===== src/rtl/fnv1a_folded_string_hash_assert.svh =====
// assertion macros for the folded fnv-1a string hash
`ifndef FNV1A_FOLDED_STRING_HASH_ASSERT_SVH
`define FNV1A_FOLDED_STRING_HASH_ASSERT_SVH

`ifndef SYNTHESIS
`define FNV1A_ASSERT(label, prop, msg) \
    label: assert property (@(posedge aclk) disable iff (!aresetn) prop) else $error(msg);
`define FNV1A_ASSERT_RST(label, prop, msg) \
    label: assert property (@(posedge aclk) prop) else $error(msg);
`else
`define FNV1A_ASSERT(label, prop, msg)
`define FNV1A_ASSERT_RST(label, prop, msg)
`endif

`endif


===== src/rtl/fnv1a_pkg.sv =====
`timescale 1ns / 1ps
package fnv1a_pkg;

    localparam int HASH_W = 32;
    localparam int BYTE_W = 8;
    localparam int FOLD_W = 6;
    localparam int ADDR_W = 3;
    localparam int DATA_W = 32;

    localparam logic [HASH_W-1:0] FNV_BASIS = 32'd2166136261;
    localparam logic [HASH_W-1:0] FNV_PRIME = 32'd16777619;

    localparam logic [FOLD_W-1:0] FOLD_RESET = 6'd32;

    localparam logic REG_FOLD_BITS = 1'b0;
    localparam logic REG_CASE_FOLD = 1'b1;

    typedef struct packed {
        logic [BYTE_W-1:0] data_byte;
        logic              hash_en;
        logic              last;
    } item_t;

endpackage


===== src/rtl/fnv1a_folded_string_hash.sv =====
// m_valid is registered when the back end pops the last byte of a key
// throughput: one key byte per cycle while s_ready is high, set by the constant
// multiply in the back-end accumulator loop; keys follow each other with no gap
// reset: synchronous active-low aresetn empties the queue, drops any pending
// result, restores the offset basis and sets fold_bits to 32 and case_fold to 0
`timescale 1ns / 1ps
`include "fnv1a_folded_string_hash_assert.svh"
module fnv1a_folded_string_hash #(
    parameter int QUEUE_DEPTH = 2
) (
    input  logic                         aclk,
    input  logic                         aresetn,
    input  logic                         psel,
    input  logic                         penable,
    input  logic                         pwrite,
    input  logic [fnv1a_pkg::ADDR_W-1:0] paddr,
    input  logic [fnv1a_pkg::DATA_W-1:0] pwdata,
    output logic [fnv1a_pkg::DATA_W-1:0] prdata,
    output logic                         pready,
    input  logic                         s_valid,
    output logic                         s_ready,
    input  logic [fnv1a_pkg::BYTE_W-1:0] s_data_byte,
    input  logic                         s_last,
    output logic                         m_valid,
    input  logic                         m_ready,
    output logic [fnv1a_pkg::HASH_W-1:0] m_hash_value
);
    import fnv1a_pkg::*;

    logic [FOLD_W-1:0] fold_bits_reg;
    logic              case_fold_reg;
    logic              cfg_write;
    logic              push_valid;
    logic              push_ready;
    item_t             push_item;
    logic              q_valid;
    logic              q_ready;
    item_t             q_item;

    assign pready    = 1'b1;
    assign cfg_write = psel && penable && pwrite && pready;

    always_ff @(posedge aclk) begin
        if (!aresetn) begin
            fold_bits_reg <= FOLD_RESET;
            case_fold_reg <= 1'b0;
        end else if (cfg_write) begin
            unique case (paddr[2])
                REG_FOLD_BITS: fold_bits_reg <= pwdata[FOLD_W-1:0];
                REG_CASE_FOLD: case_fold_reg <= pwdata[0];
                default:       ;
            endcase
        end
    end

    always_comb begin
        unique case (paddr[2])
            REG_FOLD_BITS: prdata = {{(DATA_W - FOLD_W){1'b0}}, fold_bits_reg};
            REG_CASE_FOLD: prdata = {{(DATA_W - 1){1'b0}}, case_fold_reg};
            default:       prdata = '0;
        endcase
    end

    fnv1a_front u_front (
        .aclk        (aclk),
        .aresetn     (aresetn),
        .case_fold   (case_fold_reg),
        .s_valid     (s_valid),
        .s_ready     (s_ready),
        .s_data_byte (s_data_byte),
        .s_last      (s_last),
        .push_valid  (push_valid),
        .push_ready  (push_ready),
        .push_item   (push_item)
    );

    fnv1a_fifo #(
        .DEPTH (QUEUE_DEPTH)
    ) u_fifo (
        .aclk      (aclk),
        .aresetn   (aresetn),
        .in_valid  (push_valid),
        .in_ready  (push_ready),
        .in_item   (push_item),
        .out_valid (q_valid),
        .out_ready (q_ready),
        .out_item  (q_item)
    );

    fnv1a_back u_back (
        .aclk         (aclk),
        .aresetn      (aresetn),
        .fold_bits    (fold_bits_reg),
        .q_valid      (q_valid),
        .q_ready      (q_ready),
        .q_item       (q_item),
        .m_valid      (m_valid),
        .m_ready      (m_ready),
        .m_hash_value (m_hash_value)
    );

    `FNV1A_ASSERT(a_last_result, (q_valid && q_ready && q_item.last) |=> m_valid, "no result")
    `FNV1A_ASSERT(a_hold, (q_valid && q_item.last && m_valid && !m_ready) |-> !q_ready, "overwrite")
    `FNV1A_ASSERT_RST(a_reset_clears, !aresetn |=> !m_valid, "valid after reset")

endmodule


===== src/rtl/fnv1a_front.sv =====
`timescale 1ns / 1ps
module fnv1a_front (
    input  logic                      aclk,
    input  logic                      aresetn,
    input  logic                      case_fold,
    input  logic                      s_valid,
    output logic                      s_ready,
    input  logic [fnv1a_pkg::BYTE_W-1:0] s_data_byte,
    input  logic                      s_last,
    output logic                      push_valid,
    input  logic                      push_ready,
    output fnv1a_pkg::item_t          push_item
);
    import fnv1a_pkg::*;

    logic              stopped_reg;
    logic              stopped_next;
    logic [BYTE_W-1:0] folded_byte;
    logic              is_zero;
    logic              keep;
    logic              accept;

    always_comb begin
        folded_byte = s_data_byte;
        if (case_fold && s_data_byte >= 8'h61 && s_data_byte <= 8'h7E) begin
            folded_byte = s_data_byte - 8'h20;
        end
    end

    assign is_zero = (s_data_byte == '0);
    assign keep    = s_last || (!stopped_reg && !is_zero);
    assign s_ready = push_ready;
    assign accept  = s_valid && s_ready;

    assign push_valid          = s_valid && keep;
    assign push_item.data_byte = folded_byte;
    assign push_item.hash_en   = !stopped_reg && !is_zero;
    assign push_item.last      = s_last;

    // zero byte ends hashing until the last transfer of the key
    always_comb begin
        stopped_next = stopped_reg;
        if (accept) begin
            if (s_last) begin
                stopped_next = 1'b0;
            end else if (is_zero) begin
                stopped_next = 1'b1;
            end
        end
    end

    always_ff @(posedge aclk) begin
        if (!aresetn) begin
            stopped_reg <= 1'b0;
        end else begin
            stopped_reg <= stopped_next;
        end
    end

endmodule


===== src/rtl/fnv1a_fifo.sv =====
`timescale 1ns / 1ps
module fnv1a_fifo #(
    parameter int DEPTH = 2
) (
    input  logic             aclk,
    input  logic             aresetn,
    input  logic             in_valid,
    output logic             in_ready,
    input  fnv1a_pkg::item_t in_item,
    output logic             out_valid,
    input  logic             out_ready,
    output fnv1a_pkg::item_t out_item
);
    import fnv1a_pkg::*;

    localparam int AW = (DEPTH > 1) ? $clog2(DEPTH) : 1;
    localparam int CW = $clog2(DEPTH + 1);

    item_t         entries [DEPTH];
    logic [AW-1:0] wr_ptr_reg;
    logic [AW-1:0] rd_ptr_reg;
    logic [CW-1:0] count_reg;
    logic [CW-1:0] count_next;
    logic          push;
    logic          pop;

    assign in_ready  = (count_reg != CW'(DEPTH));
    assign out_valid = (count_reg != '0);
    assign out_item  = entries[rd_ptr_reg];
    assign push      = in_valid && in_ready;
    assign pop       = out_valid && out_ready;

    always_comb begin
        count_next = count_reg;
        if (push && !pop) begin
            count_next = count_reg + 1'b1;
        end else if (pop && !push) begin
            count_next = count_reg - 1'b1;
        end
    end

    always_ff @(posedge aclk) begin
        if (!aresetn) begin
            wr_ptr_reg <= '0;
            rd_ptr_reg <= '0;
            count_reg  <= '0;
        end else begin
            count_reg <= count_next;
            if (push) begin
                wr_ptr_reg <= (wr_ptr_reg == AW'(DEPTH - 1)) ? '0 : wr_ptr_reg + 1'b1;
            end
            if (pop) begin
                rd_ptr_reg <= (rd_ptr_reg == AW'(DEPTH - 1)) ? '0 : rd_ptr_reg + 1'b1;
            end
        end
    end

    always_ff @(posedge aclk) begin
        if (push) begin
            entries[wr_ptr_reg] <= in_item;
        end
    end

endmodule


===== src/rtl/fnv1a_back.sv =====
`timescale 1ns / 1ps
module fnv1a_back (
    input  logic                         aclk,
    input  logic                         aresetn,
    input  logic [fnv1a_pkg::FOLD_W-1:0] fold_bits,
    input  logic                         q_valid,
    output logic                         q_ready,
    input  fnv1a_pkg::item_t             q_item,
    output logic                         m_valid,
    input  logic                         m_ready,
    output logic [fnv1a_pkg::HASH_W-1:0] m_hash_value
);
    import fnv1a_pkg::*;

    function automatic logic [HASH_W-1:0] fold_hash(input logic [HASH_W-1:0] h,
                                                    input logic [FOLD_W-1:0] bits);
        logic [HASH_W-1:0] mask;
        mask = ~({HASH_W{1'b1}} << bits);
        if (bits < FOLD_W'(HASH_W)) begin
            return ((h >> bits) ^ h) & mask;
        end
        return h;
    endfunction

    logic [HASH_W-1:0] acc_reg;
    logic [HASH_W-1:0] acc_next;
    logic [HASH_W-1:0] mixed;
    logic [HASH_W-1:0] product;
    logic [HASH_W-1:0] hashed;
    logic [HASH_W-1:0] hash_reg;
    logic              m_valid_reg;
    logic              out_free;
    logic              pop;

    assign out_free = !m_valid_reg || m_ready;
    assign q_ready  = !q_item.last || out_free;
    assign pop      = q_valid && q_ready;

    assign mixed   = acc_reg ^ {{(HASH_W - BYTE_W){1'b0}}, q_item.data_byte};
    assign product = mixed * FNV_PRIME;
    assign hashed  = q_item.hash_en ? product : acc_reg;

    always_comb begin
        acc_next = acc_reg;
        if (pop) begin
            acc_next = q_item.last ? FNV_BASIS : hashed;
        end
    end

    always_ff @(posedge aclk) begin
        if (!aresetn) begin
            acc_reg     <= FNV_BASIS;
            m_valid_reg <= 1'b0;
        end else begin
            acc_reg <= acc_next;
            if (pop && q_item.last) begin
                m_valid_reg <= 1'b1;
            end else if (m_ready) begin
                m_valid_reg <= 1'b0;
            end
        end
    end

    always_ff @(posedge aclk) begin
        if (pop && q_item.last) begin
            hash_reg <= fold_hash(hashed, fold_bits);
        end
    end

    assign m_valid      = m_valid_reg;
    assign m_hash_value = hash_reg;

endmodule


===== config.mk =====
export PLATFORM = sky130hd
export DESIGN_NAME = fnv1a_folded_string_hash
export DESIGN_NICKNAME = d
export VERILOG_FILES = /design/src/rtl/fnv1a_pkg.sv /design/src/rtl/fnv1a_folded_string_hash.sv /design/src/rtl/fnv1a_front.sv /design/src/rtl/fnv1a_fifo.sv /design/src/rtl/fnv1a_back.sv
export VERILOG_INCLUDE_DIRS = /design/src /design/src/rtl
export SDC_FILE = /design/constraint.sdc
export NUM_CORES = 1
export LEC_CHECK = 0
export BUFFER_PORTS_ARGS = -buffer_cell sky130_fd_sc_hd__buf_2
export CAP_MARGIN = 5
export CORE_MARGIN = 3
export CORE_UTILIZATION = 55
export DETAILED_ROUTE_END_ITERATION = 10
export PLACE_DENSITY_LB_ADDON = 0.15
export SYNTH_ARGS = -nofsm -noshare
export SYNTH_HDL_FRONTEND = slang
export SYNTH_HIERARCHICAL = 1
export SYNTH_SLANG_ARGS = --single-unit

===== constraint.sdc =====
create_clock -name aclk -period 7.36 [get_ports aclk]
set_input_delay 0 -clock aclk [delete_from_list [all_inputs] [get_ports aclk]]
set_output_delay 0 -clock aclk [all_outputs]
set_load 0.1 [all_outputs]

==> results.toml <==
[worst_setup_path]
cp_data_required_time_ps = 7580
cp-end-kind = "flop"
cp-start-kind = "flop"
critical_path.slowest_cell = "fa_1"
crit_arrival_ps = 7290
crit_top_cell = "ha_1"
rrSetupSlack_ps = 290
critPathBufInv = 7
setup.worst_path.class = "flop to flop"
crit_path_max_incr_delay_ps = 530
cp_max_fo = 7
crit_family = "adder cells"

[yosys]
synth.top_cell.area_share_pct = 17.2
yosys.area.top_type = "ha_1"
synth-edff-count = 52
synth_cell_types = 93
yosys_warnings = 6
synth.most_common_cell = "ha_1"
avgSynthCellArea_um2 = 8.53
synthTopCellsByArea = "ha_1, edfxtp_1, fa_1, dfxtp_1, inv_1"
synth_cells = 1589
synth-seq-area-share_pct = 18.3
netlist_top_cells_count = "ha_1, inv_1, nand2_1"
async_flop_share_pct = 0
ys_ff_latch = 98
syn_area_um2 = 13600
synthFlopType = "edfxtp_1"

[clock_tree]
cts.sinks = 98
clockBufferDepth = 2
cts_buffers = 9
cts_root_buffer = "clkbuf_16"
cts_max_level = 3
tritoncts = "done"
clk_latency_ps = 370
path_clk_slew_ps = 80

[detailed_routing]
postRouteAntennaNets = 0
wl_per_cell_um = 21.0
dr.pass1.iters = 6
routed_wl_um = 42800
drcViolationCount = 0
dr_total_vias = 12600
via_per_inst = 6.19
drtIter0Drc = 1118

[die]
initial_utilization_pct = 56.9
num_rows = 56
die_height_um = 163
die-width_um = 163
die_area_um2 = 26600
coreArea_um2 = 23800
top_level_ports = 118

[global_route]
grt_pass1_vias = 12400
grt_start_max_net_pins = 78
grt-ovfl-total = 0
gr-usage-all-layers_pct = 32.5
grt_pass1_wl_um = 67400
antenna_found_initial = 0

[finish]
finalNetCount = 2025
drive_above_1_share_pct = 16.8
design_area_um2 = 15300
antenna_cells = 0
final_core_utilization_pct = 64.3
nFillCells = 2078
area_growth_pct = 13.0

[sta]
setup_viol = 0
relSlewSlack_pct = 35.2
timing_worst_slew_pin_value_ps = 968
period_share_pct = 96.0
clock.fmax_mhz = 141
rsz0062_at_grt = "false"
slew_violations = 0
hold_violations = 0
finalClockSkew_ps = 16.1
tns_ps = 0
worst_hold_slack_ps = 20.0
period_minus_slack_ps = 7070

[place]
placed_area_um2 = 14700
post-dp-hpwl_um = 34200
gp_congestion = 1.04
io_buffers = 62

[outcome]
outcome = "complete, no violations"

[hold_path]
hp-class = "input pin to flop"

[job]
cap_violations = 0
-- path summary, 6_finish.rpt --
check	startpoint	to	cells past startpoint
worst min register to register	fold_bits_reg[1]	fold_bits_reg[1]	2
worst max register to register	flop	u_back/m_hash_value[6]	27
worst max-delay path	flop	u_back/m_hash_value[6]	27
worst min-delay path	s_data_byte[7]	u_fifo/entries[0][9]	3
-- worst min-delay path, delay by kind of cell --
family / cells / cell delay [ps]
AO/OA/AOI/OAI: 1 / 100
buffers and inverters: 2 / 150
-- kinds of logic after synthesis --
group                      count (synthesis)  share of synthesized area, %
AOI/OAI and AO/OA                        388                          20.0
xor gates and xnor gates                  35                          2.26
adders and majority gates                260                          28.1
buffers and inverters                    292                          9.30
DFF                                       98                          18.3
muxes                                     64                          5.40
other                                      2                        0.0554
and+or+nand+nor                          450                          16.6
-- stage by stage --
stage	worst slack (ps)	cells
global route	1.19	2038
global placement	-129	2007
CTS	46.8	2038
detailed placement	-152	2007
finish	292	2038
floorplan	556	1614
-- layout by cell type, fill, tap and decap left out, drive strengths merged, types with 15 or more instances in the layout --
master | Yosys | routed
conb | 2 | 27
fa | 74 | 74
ha | 186 | 186
nand3 | 28 | 28
nor2b | 37 | 37
a211oi | 34 | 34
inv | 185 | 190
o21ai | 61 | 61
edfxtp | 52 | 52
xnor2 | 17 | 17
or3 | 19 | 19
nand2 | 126 | 126
dlygate4sd3 | 0 | 15
xor2 | 18 | 18
o211ai | 26 | 26
buf | 60 | 180
a31oi | 19 | 19
a21oi | 87 | 87
dfxtp | 46 | 46
mux2 | 23 | 23
mux2i | 36 | 36
nor3 | 49 | 49
nor2 | 93 | 93
-- layer usage --
layer	routed length (um)	part of all wire (%)	track usage, %	up-vias
met1	17400	41	42.3	6017
met2	20200	47	55.2	586
met3	3680	8.6	5.91	94
met4	1460	3.4	10.2	0
met5	0	0	0	-
li1	-	-	-	5924
-- layout make-up --
cell class / count / area, um2 / share of cell area [%]
repair buffers: 195 / 1350 / 8.79
clock inverters: 7 / 67.6 / 0.441
well taps: 319 / 399 / 2.60
clock buffers: 9 / 225 / 1.47
flip-flops and latches: 98 / 2490 / 16.2
multi-input cells: 1224 / 10100 / 65.9
inverters: 186 / 698 / 4.56
-- timing repair --
item	in CTS	in global routing
pin swaps	0	5
hold buffers	15	0
endpoints found under the hold margin	21	0
gates resized for setup	2	40
setup endpoints to repair	1	14
buffers inserted	0	0
gates cloned	0	0
Power is not shown: default switching activity piles up to over one toggle a cycle in this logic, so the estimate is an artifact.
